===== src/rtl/gbfr_pkg.sv =====
// Shared types and constants for the binary GNSS frame receiver.
package gbfr_pkg;

    localparam int DEFAULT_MAX_FRAME_BYTES = 1024;

    // Frame framing bytes and message codes
    localparam logic [7:0] SYNC_A  = 8'hB5;
    localparam logic [7:0] SYNC_B  = 8'h62;
    localparam logic [7:0] CLS_NAV = 8'h01;
    localparam logic [7:0] ID_PVT  = 8'h07;
    localparam logic [7:0] CLS_ACK = 8'h05;
    localparam logic [7:0] ID_ACK  = 8'h01;
    localparam logic [7:0] ID_NAK  = 8'h00;

    localparam logic [16:0] HDR_BYTES = 17'd6;
    localparam logic [15:0] ACK_LEN   = 16'd2;

    // Configuration register map (word index)
    localparam int          APB_ADDR_W    = 4;
    localparam logic [1:0]  REG_ACK_CLASS = 2'd0;
    localparam logic [1:0]  REG_ACK_ID    = 2'd1;
    localparam logic [1:0]  REG_COPY_LIM  = 2'd2;

    localparam logic [7:0] RST_ACK_CLASS = 8'd6;
    localparam logic [7:0] RST_ACK_ID    = 8'd138;
    localparam logic [9:0] RST_COPY_LIM  = 10'd92;

    typedef enum logic [8:0] {
        PH_SYNC1   = 9'b000000001,
        PH_SYNC2   = 9'b000000010,
        PH_CLASS   = 9'b000000100,
        PH_ID      = 9'b000001000,
        PH_LEN_LO  = 9'b000010000,
        PH_LEN_HI  = 9'b000100000,
        PH_PAYLOAD = 9'b001000000,
        PH_CK_A    = 9'b010000000,
        PH_CK_B    = 9'b100000000
    } phase_t;

    typedef enum logic [2:0] {
        EV_PVT_BYTE  = 3'd0,
        EV_PVT_END   = 3'd1,
        EV_ACK       = 3'd2,
        EV_NAK       = 3'd3,
        EV_OTHER_END = 3'd4,
        EV_OVERSIZE  = 3'd5
    } event_t;

    typedef struct packed {
        logic [7:0] ack_class;
        logic [7:0] ack_id;
        logic [9:0] copy_limit;
    } cfg_t;

    typedef struct packed {
        event_t      ev;
        logic [7:0]  data_byte;
        logic [9:0]  byte_index;
        logic [7:0]  frame_class;
        logic [7:0]  frame_id;
        logic [15:0] frame_length;
        logic        checksum_ok;
    } res_t;

endpackage


===== src/rtl/gbfr_ifs.sv =====
// Valid/ready channel interfaces for received bytes and frame events.
interface gbfr_byte_if;
    logic       valid;
    logic       ready;
    logic [7:0] rx_byte;

    modport source (output valid, output rx_byte, input ready);
    modport sink (input valid, input rx_byte, output ready);
endinterface

interface gbfr_event_if;
    logic        valid;
    logic        ready;
    logic [2:0]  event_res;
    logic [7:0]  data_byte;
    logic [9:0]  byte_index;
    logic [7:0]  frame_class;
    logic [7:0]  frame_id;
    logic [15:0] frame_length;
    logic        checksum_ok;

    modport source (output valid, output event_res, output data_byte, output byte_index,
                    output frame_class, output frame_id, output frame_length,
                    output checksum_ok, input ready);
    modport sink (input valid, input event_res, input data_byte, input byte_index,
                  input frame_class, input frame_id, input frame_length,
                  input checksum_ok, output ready);
endinterface


===== src/rtl/gnss_binary_frame_receiver.sv =====
// Top level: APB config registers, byte input channel, registered event output.
//
// Usage:
//   rx  (sink)   : one received serial byte per request, valid/ready.
//   res (source) : frame events, valid/ready; at most one event per byte.
//   APB          : three write/read registers at byte offsets 0, 4, 8
//                  (awaited ack class, awaited ack id, position payload copy limit).
//                  pready is tied high; write only while the block is idle.
// Events: an event appears on res in the cycle after the byte that causes it
//   is accepted; bytes that cause no event leave nothing on res.
// Throughput: one byte per cycle while res is not stalled; the only storage
//   between the channels is the single event output register.
// Stall: while an event sits in the output register and res.ready is low,
//   rx.ready drops; a byte is still taken in the cycle the event drains.
// Reset (rst_n low, async): parser hunts for the first sync byte, output
//   register empties, config returns to 6 / 138 / 92.
module gnss_binary_frame_receiver #(
    parameter int MAX_FRAME_BYTES = gbfr_pkg::DEFAULT_MAX_FRAME_BYTES
) (
    input  logic                            clk,
    input  logic                            rst_n,
    gbfr_byte_if.sink                       rx,
    gbfr_event_if.source                    res,
    input  logic                            psel,
    input  logic                            penable,
    input  logic                            pwrite,
    input  logic [gbfr_pkg::APB_ADDR_W-1:0] paddr,
    input  logic [31:0]                     pwdata,
    output logic [31:0]                     prdata,
    output logic                            pready
);

    gbfr_pkg::cfg_t cfg_reg, cfg_next;
    gbfr_pkg::res_t out_reg;
    gbfr_pkg::res_t result;
    logic           out_valid_reg, out_valid_next;
    logic           in_fire, emit, cfg_write;
    logic [1:0]     reg_sel;

    // ------------------------------------------------------------------
    // Config port
    // ------------------------------------------------------------------
    assign pready    = 1'b1;
    assign reg_sel   = paddr[gbfr_pkg::APB_ADDR_W-1:2];
    assign cfg_write = psel && penable && pwrite && pready;

    always_comb
    begin
        cfg_next = cfg_reg;
        if (cfg_write)
        begin
            unique case (reg_sel)
                gbfr_pkg::REG_ACK_CLASS: cfg_next.ack_class  = pwdata[7:0];
                gbfr_pkg::REG_ACK_ID:    cfg_next.ack_id     = pwdata[7:0];
                gbfr_pkg::REG_COPY_LIM:  cfg_next.copy_limit = pwdata[9:0];
                default:                 cfg_next = cfg_reg;
            endcase
        end
    end

    always_comb
    begin
        unique case (reg_sel)
            gbfr_pkg::REG_ACK_CLASS: prdata = {24'd0, cfg_reg.ack_class};
            gbfr_pkg::REG_ACK_ID:    prdata = {24'd0, cfg_reg.ack_id};
            gbfr_pkg::REG_COPY_LIM:  prdata = {22'd0, cfg_reg.copy_limit};
            default:                 prdata = 32'd0;
        endcase
    end

    always_ff @(posedge clk or negedge rst_n)
    begin
        if (!rst_n)
        begin
            cfg_reg.ack_class  <= gbfr_pkg::RST_ACK_CLASS;
            cfg_reg.ack_id     <= gbfr_pkg::RST_ACK_ID;
            cfg_reg.copy_limit <= gbfr_pkg::RST_COPY_LIM;
        end
        else
            cfg_reg <= cfg_next;
    end

    // ------------------------------------------------------------------
    // Input request handshake: take a byte whenever the output register
    // is empty or draining this cycle
    // ------------------------------------------------------------------
    assign rx.ready = !out_valid_reg || res.ready;
    assign in_fire  = rx.valid && rx.ready;

    gbfr_parser #(
        .MAX_FRAME_BYTES (MAX_FRAME_BYTES)
    ) u_parser (
        .clk     (clk),
        .rst_n   (rst_n),
        .in_fire (in_fire),
        .in_byte (rx.rx_byte),
        .cfg     (cfg_reg),
        .emit    (emit),
        .result  (result)
    );

    // ------------------------------------------------------------------
    // Event output register
    // ------------------------------------------------------------------
    always_comb
    begin
        if (in_fire && emit)
            out_valid_next = 1'b1;
        else if (res.ready)
            out_valid_next = 1'b0;
        else
            out_valid_next = out_valid_reg;
    end

    always_ff @(posedge clk or negedge rst_n)
    begin
        if (!rst_n)
            out_valid_reg <= 1'b0;
        else
            out_valid_reg <= out_valid_next;
    end

    // payload only, loads with each new event
    always_ff @(posedge clk)
    begin
        if (in_fire && emit)
            out_reg <= result;
    end

    assign res.valid        = out_valid_reg;
    assign res.event_res    = out_reg.ev;
    assign res.data_byte    = out_reg.data_byte;
    assign res.byte_index   = out_reg.byte_index;
    assign res.frame_class  = out_reg.frame_class;
    assign res.frame_id     = out_reg.frame_id;
    assign res.frame_length = out_reg.frame_length;
    assign res.checksum_ok  = out_reg.checksum_ok;

    // ------------------------------------------------------------------
    // Checks
    // ------------------------------------------------------------------
    // payload data and offset are zero on every non-payload event
    assert property (@(posedge clk) disable iff (!rst_n)
        out_valid_reg && (out_reg.ev != gbfr_pkg::EV_PVT_BYTE)
            |-> (out_reg.data_byte == 8'd0) && (out_reg.byte_index == 10'd0))
        else $error("non-payload event carries payload data");

    // ack and nak only for a checked two-byte ack-class frame
    assert property (@(posedge clk) disable iff (!rst_n)
        out_valid_reg && ((out_reg.ev == gbfr_pkg::EV_ACK) || (out_reg.ev == gbfr_pkg::EV_NAK))
            |-> out_reg.checksum_ok && (out_reg.frame_class == gbfr_pkg::CLS_ACK)
                && (out_reg.frame_length == gbfr_pkg::ACK_LEN))
        else $error("ack/nak reported for an unqualified frame");

    // position payload bytes stay below the copy limit
    assert property (@(posedge clk) disable iff (!rst_n)
        out_valid_reg && (out_reg.ev == gbfr_pkg::EV_PVT_BYTE)
            |-> (out_reg.byte_index < cfg_reg.copy_limit) && !out_reg.checksum_ok)
        else $error("payload byte passed beyond copy limit");

    // a held event is never overwritten by a new one
    assert property (@(posedge clk) disable iff (!rst_n)
        out_valid_reg && !res.ready |-> !in_fire)
        else $error("byte accepted while event output stalled");

endmodule


===== src/rtl/gbfr_parser.sv =====
// Frame parser: phase machine, header capture, Fletcher sums, event decode.
module gbfr_parser #(
    parameter int MAX_FRAME_BYTES = gbfr_pkg::DEFAULT_MAX_FRAME_BYTES
) (
    input  logic            clk,
    input  logic            rst_n,
    input  logic            in_fire,
    input  logic [7:0]      in_byte,
    input  gbfr_pkg::cfg_t  cfg,
    output logic            emit,
    output gbfr_pkg::res_t  result
);

    // Accepted payload never exceeds MAX_FRAME_BYTES - 6, so this count fits
    localparam int          CNT_W     = $clog2(MAX_FRAME_BYTES);
    localparam logic [16:0] MAX_TOTAL = 17'(MAX_FRAME_BYTES);

    gbfr_pkg::phase_t phase_reg, phase_next;
    logic [7:0]       class_reg, class_next;
    logic [7:0]       id_reg, id_next;
    logic [15:0]      length_reg, length_next;
    logic [CNT_W-1:0] count_reg, count_next;
    logic [7:0]       sum_a_reg, sum_a_next;
    logic [7:0]       sum_b_reg, sum_b_next;
    logic [15:0]      ack_payload_reg, ack_payload_next;
    logic [7:0]       ck_a_reg, ck_a_next;

    logic [7:0]       base_a, base_b, add_a, add_b;
    logic [CNT_W-1:0] count_inc;
    logic [15:0]      len_full;
    logic             pvt_frame, ck_match, ack_match;

    // Running Fletcher sum; restarts at the class byte
    assign base_a    = (phase_reg == gbfr_pkg::PH_CLASS) ? 8'd0 : sum_a_reg;
    assign base_b    = (phase_reg == gbfr_pkg::PH_CLASS) ? 8'd0 : sum_b_reg;
    assign add_a     = base_a + in_byte;
    assign add_b     = base_b + add_a;
    assign count_inc = count_reg + 1'b1;
    assign len_full  = {in_byte, length_reg[7:0]};
    assign pvt_frame = (class_reg == gbfr_pkg::CLS_NAV) && (id_reg == gbfr_pkg::ID_PVT);
    assign ck_match  = (ck_a_reg == sum_a_reg) && (in_byte == sum_b_reg);
    assign ack_match = ck_match && (class_reg == gbfr_pkg::CLS_ACK)
                       && (length_reg == gbfr_pkg::ACK_LEN)
                       && (ack_payload_reg[7:0] == cfg.ack_class)
                       && (ack_payload_reg[15:8] == cfg.ack_id);

    always_comb
    begin
        phase_next       = phase_reg;
        class_next       = class_reg;
        id_next          = id_reg;
        length_next      = length_reg;
        count_next       = count_reg;
        sum_a_next       = sum_a_reg;
        sum_b_next       = sum_b_reg;
        ack_payload_next = ack_payload_reg;
        ck_a_next        = ck_a_reg;
        emit                = 1'b0;
        result.ev           = gbfr_pkg::EV_OTHER_END;
        result.data_byte    = 8'd0;
        result.byte_index   = 10'd0;
        result.frame_class  = class_reg;
        result.frame_id     = id_reg;
        result.frame_length = length_reg;
        result.checksum_ok  = 1'b0;
        if (in_fire)
        begin
            unique case (phase_reg)
                gbfr_pkg::PH_SYNC1:
                begin
                    if (in_byte == gbfr_pkg::SYNC_A)
                        phase_next = gbfr_pkg::PH_SYNC2;
                end
                gbfr_pkg::PH_SYNC2:
                begin
                    // a repeated first sync byte keeps waiting for the second
                    if (in_byte == gbfr_pkg::SYNC_B)
                        phase_next = gbfr_pkg::PH_CLASS;
                    else if (in_byte != gbfr_pkg::SYNC_A)
                        phase_next = gbfr_pkg::PH_SYNC1;
                end
                gbfr_pkg::PH_CLASS:
                begin
                    sum_a_next = add_a;
                    sum_b_next = add_b;
                    class_next = in_byte;
                    phase_next = gbfr_pkg::PH_ID;
                end
                gbfr_pkg::PH_ID:
                begin
                    sum_a_next = add_a;
                    sum_b_next = add_b;
                    id_next    = in_byte;
                    phase_next = gbfr_pkg::PH_LEN_LO;
                end
                gbfr_pkg::PH_LEN_LO:
                begin
                    sum_a_next  = add_a;
                    sum_b_next  = add_b;
                    length_next = {8'd0, in_byte};
                    phase_next  = gbfr_pkg::PH_LEN_HI;
                end
                gbfr_pkg::PH_LEN_HI:
                begin
                    sum_a_next          = add_a;
                    sum_b_next          = add_b;
                    length_next         = len_full;
                    count_next          = '0;
                    ack_payload_next    = 16'd0;
                    result.frame_length = len_full;
                    if (({1'b0, len_full} + gbfr_pkg::HDR_BYTES) > MAX_TOTAL)
                    begin
                        phase_next = gbfr_pkg::PH_SYNC1;
                        emit       = 1'b1;
                        result.ev  = gbfr_pkg::EV_OVERSIZE;
                    end
                    else if (len_full == 16'd0)
                        phase_next = gbfr_pkg::PH_CK_A;
                    else
                        phase_next = gbfr_pkg::PH_PAYLOAD;
                end
                gbfr_pkg::PH_PAYLOAD:
                begin
                    sum_a_next = add_a;
                    sum_b_next = add_b;
                    count_next = count_inc;
                    if (count_reg == '0)
                        ack_payload_next[7:0] = in_byte;
                    else if (count_reg == CNT_W'(1))
                        ack_payload_next[15:8] = in_byte;
                    if (16'(count_inc) >= length_reg)
                        phase_next = gbfr_pkg::PH_CK_A;
                    if (pvt_frame && (16'(count_reg) < 16'(cfg.copy_limit)))
                    begin
                        emit              = 1'b1;
                        result.ev         = gbfr_pkg::EV_PVT_BYTE;
                        result.data_byte  = in_byte;
                        result.byte_index = 10'(count_reg);
                    end
                end
                gbfr_pkg::PH_CK_A:
                begin
                    ck_a_next  = in_byte;
                    phase_next = gbfr_pkg::PH_CK_B;
                end
                gbfr_pkg::PH_CK_B:
                begin
                    phase_next         = gbfr_pkg::PH_SYNC1;
                    emit               = 1'b1;
                    result.checksum_ok = ck_match;
                    if (pvt_frame)
                        result.ev = gbfr_pkg::EV_PVT_END;
                    else if (ack_match && (id_reg == gbfr_pkg::ID_ACK))
                        result.ev = gbfr_pkg::EV_ACK;
                    else if (ack_match && (id_reg == gbfr_pkg::ID_NAK))
                        result.ev = gbfr_pkg::EV_NAK;
                end
                default:
                    phase_next = gbfr_pkg::PH_SYNC1;
            endcase
        end
    end

    always_ff @(posedge clk or negedge rst_n)
    begin
        if (!rst_n)
        begin
            phase_reg       <= gbfr_pkg::PH_SYNC1;
            class_reg       <= 8'd0;
            id_reg          <= 8'd0;
            length_reg      <= 16'd0;
            count_reg       <= '0;
            sum_a_reg       <= 8'd0;
            sum_b_reg       <= 8'd0;
            ack_payload_reg <= 16'd0;
            ck_a_reg        <= 8'd0;
        end
        else
        begin
            phase_reg       <= phase_next;
            class_reg       <= class_next;
            id_reg          <= id_next;
            length_reg      <= length_next;
            count_reg       <= count_next;
            sum_a_reg       <= sum_a_next;
            sum_b_reg       <= sum_b_next;
            ack_payload_reg <= ack_payload_next;
            ck_a_reg        <= ck_a_next;
        end
    end

    // payload offset never passes the header length
    assert property (@(posedge clk) disable iff (!rst_n)
        (phase_reg == gbfr_pkg::PH_PAYLOAD) |-> (16'(count_reg) < length_reg))
        else $error("payload count ran past frame length");

    // an oversize length never reaches the payload phase
    assert property (@(posedge clk) disable iff (!rst_n)
        (phase_reg == gbfr_pkg::PH_PAYLOAD) |->
            (({1'b0, length_reg} + gbfr_pkg::HDR_BYTES) <= MAX_TOTAL))
        else $error("oversize frame entered payload phase");

    // checksum bytes follow the payload only once it is complete
    assert property (@(posedge clk) disable iff (!rst_n)
        (phase_reg == gbfr_pkg::PH_CK_A) && $past(phase_reg == gbfr_pkg::PH_PAYLOAD)
            |-> (16'(count_reg) == length_reg))
        else $error("checksum phase entered with payload outstanding");

endmodule


===== src/flat_wrapper.sv =====
// flat-port wrapper written by rule: the top's interface ports become plain ports
module gnss_binary_frame_receiver_flat 
#(
    parameter int MAX_FRAME_BYTES = gbfr_pkg::DEFAULT_MAX_FRAME_BYTES
)
  (clk, rst_n, psel, penable, pwrite, paddr, pwdata, prdata, pready, rx_valid, rx_rx_byte, rx_ready, res_valid, res_event_res, res_data_byte, res_byte_index, res_frame_class, res_frame_id, res_frame_length, res_checksum_ok, res_ready);
  gbfr_byte_if rx_i ();
  gbfr_event_if res_i ();
  input  logic clk;
  input  logic rst_n;
  input  logic psel;
  input  logic penable;
  input  logic pwrite;
  input  logic [gbfr_pkg::APB_ADDR_W-1:0] paddr;
  input  logic [31:0] pwdata;
  output logic [31:0] prdata;
  output logic pready;
  input wire logic [$bits(rx_i.valid)-1:0] rx_valid;
  input wire logic [$bits(rx_i.rx_byte)-1:0] rx_rx_byte;
  output wire logic [$bits(rx_i.ready)-1:0] rx_ready;
  output wire logic [$bits(res_i.valid)-1:0] res_valid;
  output wire logic [$bits(res_i.event_res)-1:0] res_event_res;
  output wire logic [$bits(res_i.data_byte)-1:0] res_data_byte;
  output wire logic [$bits(res_i.byte_index)-1:0] res_byte_index;
  output wire logic [$bits(res_i.frame_class)-1:0] res_frame_class;
  output wire logic [$bits(res_i.frame_id)-1:0] res_frame_id;
  output wire logic [$bits(res_i.frame_length)-1:0] res_frame_length;
  output wire logic [$bits(res_i.checksum_ok)-1:0] res_checksum_ok;
  input wire logic [$bits(res_i.ready)-1:0] res_ready;
  assign rx_i.valid = rx_valid;
  assign rx_i.rx_byte = rx_rx_byte;
  assign rx_ready = rx_i.ready;
  assign res_valid = res_i.valid;
  assign res_event_res = res_i.event_res;
  assign res_data_byte = res_i.data_byte;
  assign res_byte_index = res_i.byte_index;
  assign res_frame_class = res_i.frame_class;
  assign res_frame_id = res_i.frame_id;
  assign res_frame_length = res_i.frame_length;
  assign res_checksum_ok = res_i.checksum_ok;
  assign res_i.ready = res_ready;
  gnss_binary_frame_receiver #(.MAX_FRAME_BYTES(MAX_FRAME_BYTES)) u_core (.clk(clk), .rst_n(rst_n), .rx(rx_i), .res(res_i), .psel(psel), .penable(penable), .pwrite(pwrite), .paddr(paddr), .pwdata(pwdata), .prdata(prdata), .pready(pready));
endmodule

===== config.mk =====
export PLATFORM = sky130hd
export DESIGN_NAME = gnss_binary_frame_receiver_flat
export DESIGN_NICKNAME = d
export VERILOG_FILES = /design/src/rtl/gbfr_pkg.sv /design/src/rtl/gbfr_ifs.sv /design/src/rtl/gnss_binary_frame_receiver.sv /design/src/rtl/gbfr_parser.sv /design/src/flat_wrapper.sv
export SDC_FILE = /design/constraint.sdc
export NUM_CORES = 1
export LEC_CHECK = 0
export ABC_AREA = 1
export BUFFER_PORTS_ARGS = -buffer_cell sky130_fd_sc_hd__buf_4
export CAP_MARGIN = 10
export CORE_ASPECT_RATIO = 0.7
export CORE_MARGIN = 2
export CORE_UTILIZATION = 30
export DETAILED_ROUTE_END_ITERATION = 7
export GPL_ROUTABILITY_DRIVEN = 0
export SLEW_MARGIN = 20
export SYNTH_ARGS = -nofsm -noshare
export SYNTH_HDL_FRONTEND = slang
export SYNTH_SLANG_ARGS = --single-unit

===== constraint.sdc =====
create_clock -name clk -period 6.15 [get_ports clk]
set_input_delay 1.5375 -clock clk [delete_from_list [all_inputs] [get_ports clk]]
set_output_delay 1.5375 -clock clk [all_outputs]
set_load 0.02 [all_outputs]

==> impl_metrics.yaml <==
logic_synthesis:
  netlist_instances: 1119
  post_synth_num_cell_types: 45
  post_synthesis_cell_type_with_the_largest_combined_area: "sky130_fd_sc_hd__dfrtp_1"
  postSynthAreaPerCell_um2: 8.28
  mappedNetlistArea_mm2: 0.00927
  synth_top_area_frac: 0.292
  yosys.cell_count.top_type: "sky130_fd_sc_hd__nand2_1"
  synth_enable_flop_cells: 54
  synth-async-reset-ratio: 0.686
  synth_common_cells: "288 x sky130_fd_sc_hd__nand2_1, 128 x sky130_fd_sc_hd__inv_1, 124 x sky130_fd_sc_hd__o21ai_0, 118 x sky130_fd_sc_hd__nor2_1, 108 x sky130_fd_sc_hd__dfrtp_1"
  synth.yosys.seq_area_share: 0.495
  ys_warn_count: 0
  synthFlopType: "sky130_fd_sc_hd__dfrtp_1"
  synth.ff_latch_count: 172
  netlist_top_cells_area: "sky130_fd_sc_hd__dfrtp_1 29%, sky130_fd_sc_hd__edfxtp_1 17%, sky130_fd_sc_hd__nand2_1 12%"
cts:
  cts.htree.levels: 4
  cts.clk_slew.worst_paths_ps: 70
  clock_buffer_count_from_cts: 17
  tritoncts: "built"
  cts-resized-gates: 0
  worstSkewPairLatency_ps: 450
  hold_buffers: 0
  cts_max_path_buffers: 2
  cts.root.buffer_cell: "sky130_fd_sc_hd__clkbuf_16"
  clock_sinks: 172
  cts_setup_buffers: 0
global_route:
  grt_max_degree: 73
  grt.overflow.total: 0
  grt_first_pass_wirelength_mm: 39.5
  initial_antenna_violation_count: 0
  global_route.usage.total: 0.157
  grt_pass1_vias: 7119
die:
  placementRows: 53
  floorplan.io_pins: 140
  core_region_area_mm2: 0.0302
  initial_utilization: 0.306
  die_width_um: 214
  dieArea_mm2: 0.0323
  die_height_um: 151
place:
  port_buffers: 92
  place_worst_setup_slack_ps: 1490
  place_hpwl_mm: 18.3
route:
  route.final.wire_length_mm: 24.8
  final_ant_viol_nets: 0
  dr_total_vias: 7697
  drc_errors: 0
  detail_route.vias_per_cell: 4.72
  dr.first_iter.drc_count: 644
  drt-pass1-iter-count: 6
  wl_per_cell_um: 15.2
sta:
  finalWorstPathRequiredPeriod_ps: 4220
  timing.setup.tns_ps: 0
  holdWs_ps: 456
  maxClockFrequency_mhz: 237
  grt_setup_unrepaired: "no"
  period_share: 0.686
  report.final.slew_viol_count: 0
  timing_hold_violations_final: 0
  worst_clock_skew_ps: 13.4
  timing.max_slew.rel_slack: 0.330
  setup_slack_ps: 1930
  final-setup-viol-count: 0
  tightestPinTransition_ps: 1000
final_layout:
  largest_register_ffs: 26
  post_route_cells_drive_above_1_share: 0.126
  finalNetCount: 1295
  post-route-util: 0.362
  flow.area_growth_from_synthesis_pct: 18.0
setup_path:
  path_max_fanout: 13
  timing.critical_path.arrival_ps: 4560
  worstSetupStartpointType: "input port"
  crit_path_end_kind: "flop"
  critical_path_class: "input port to flop"
  crit_required_ps: 6480
min_path:
  timing.hold.worst.class: "flop to flop"
flow_run:
  drv_cap: 0
pwr:
  vdd.ir_drop.worst_mv: 0.203
  p_leak_nw: 5.04
  pd_cells_mw_per_mm2: 308
outcome:
  outcome: "finished clean"
==> report_power, final <==
| group | switching, mW | leakage [nW] | internal, mW |
|---|---|---|---|
| registers | 0.0784 | 1.97 | 1.29 |
| clock network | 0.537 | 0.310 | 0.632 |
| logic | 0.517 | 2.76 | 0.311 |
| total | 1.13 | 5.04 | 2.23 |
==> through the flow <==
step,area (um2),instances,total power [mW]
6_report,10900,1631,3.36
5_1_grt,10900,1630,3.58
4_1_cts,10900,1630,3.38
3_5_place_dp,10300,1598,2.21
3_3_place_gp,10300,1598,2.19
2_1_floorplan,9350,1140,2.00
==> critical path, stage by stage <==
cell	delay, ps
sky130_fd_sc_hd__buf_4	210
sky130_fd_sc_hd__clkinv_1	370
sky130_fd_sc_hd__fa_1	570
sky130_fd_sc_hd__o21ai_0	290
sky130_fd_sc_hd__a21oi_1	120
sky130_fd_sc_hd__nor2_1	100
sky130_fd_sc_hd__nor2_1	60
sky130_fd_sc_hd__xnor2_1	200
sky130_fd_sc_hd__ha_1	300
sky130_fd_sc_hd__a21oi_1	140
sky130_fd_sc_hd__o21ai_0	90
sky130_fd_sc_hd__a21oi_1	220
sky130_fd_sc_hd__inv_1	60
sky130_fd_sc_hd__nand2_1	80
sky130_fd_sc_hd__nand3_1	70
sky130_fd_sc_hd__nand2_1	90
sky130_fd_sc_hd__nand2_1	50
==> path summary, 6_finish.rpt <==
kind	endpoint	cells after the start	slack, ps	from
max in group asynchronous	u_core.u_parser.ck_a_reg[1]$_DFFE_PN0P_	2	3700	rst_n
min in group asynchronous	u_core.u_parser.length_reg[15]$_DFFE_PN0P_	1	1240	rst_n
min reg2reg	u_core.res.frame_class[4]$_DFFE_PP_	0	460	u_core.u_parser.class_reg[4]$_DFFE_PN0P_
max	u_core.u_parser.sum_b_reg[7]$_DFFE_PN0P_	17	1930	rx_rx_byte[1]
min	u_core.res.frame_class[4]$_DFFE_PP_	0	460	u_core.u_parser.class_reg[4]$_DFFE_PN0P_
max reg2reg	u_core.u_parser.sum_b_reg[7]$_DFFE_PN0P_	23	1960	u_core.u_parser.phase_reg[0]$_DFFE_PN1P_
==> area by class of cell <==
| class | instances | area, um2 |
|---|---|---|
| flip-flops and latches | 172 | 4590 |
| diodes | 1 | 2.50 |
| inverters | 136 | 510 |
| clock inverters | 15 | 213 |
| clock buffers | 17 | 425 |
| well taps | 412 | 515 |
| multi-input cells | 783 | 3970 |
| fillers | 3138 | 19300 |
| repair buffers | 95 | 713 |
==> layer usage <==
| layer | vias up | GRT usage | wire length [um] |
|---|---|---|---|
| met5 | - | 0 | 0 |
| met4 | 0 | 0.0427 | 430 |
| met3 | 40 | 0.0331 | 1640 |
| met2 | 232 | 0.232 | 10600 |
| met1 | 3646 | 0.232 | 12200 |
| li1 | 3779 | - | - |
==> layout by cell type (no fill, tap or decap), types with 2 or more instances in the layout <==
cell type,count
sky130_fd_sc_hd__inv_6,2
sky130_fd_sc_hd__nor2_2,2
sky130_fd_sc_hd__conb_1,23
sky130_fd_sc_hd__edfxtp_1,54
sky130_fd_sc_hd__a21oi_1,28
sky130_fd_sc_hd__nor3_1,16
sky130_fd_sc_hd__o221ai_1,5
sky130_fd_sc_hd__nand2_1,287
sky130_fd_sc_hd__nor2_1,118
sky130_fd_sc_hd__fa_1,2
sky130_fd_sc_hd__buf_4,95
sky130_fd_sc_hd__and3_1,2
sky130_fd_sc_hd__o21ai_0,124
sky130_fd_sc_hd__nand2_2,4
sky130_fd_sc_hd__clkinv_8,2
sky130_fd_sc_hd__clkbuf_16,17
sky130_fd_sc_hd__bufinv_16,2
sky130_fd_sc_hd__nand3_1,49
sky130_fd_sc_hd__nor2_4,2
sky130_fd_sc_hd__inv_8,7
sky130_fd_sc_hd__xor2_1,17
sky130_fd_sc_hd__ha_1,37
sky130_fd_sc_hd__xnor2_1,15
sky130_fd_sc_hd__a31oi_1,2
sky130_fd_sc_hd__inv_1,128
sky130_fd_sc_hd__dfrtp_1,108
sky130_fd_sc_hd__o211ai_1,3
sky130_fd_sc_hd__clkinv_1,5
sky130_fd_sc_hd__dfstp_2,10
sky130_fd_sc_hd__o22ai_1,10
sky130_fd_sc_hd__nand3b_1,2
sky130_fd_sc_hd__nand2_4,2
sky130_fd_sc_hd__nand4_1,20
sky130_fd_sc_hd__inv_2,3
sky130_fd_sc_hd__and2_1,2
==> cell families after synthesis <==
group / after synthesis / synth area share
AND/OR/NAND/NOR: 511 / 0.231
buffers and inverters: 185 / 0.0861
XOR/XNOR: 32 / 0.0302
AO/OA/AOI/OAI: 178 / 0.102
other: 2 / 0.000810
flip-flops: 172 / 0.495
adder cells (fa/ha/maj): 39 / 0.0543
Note: power is estimated with default switching activity, not from simulation.
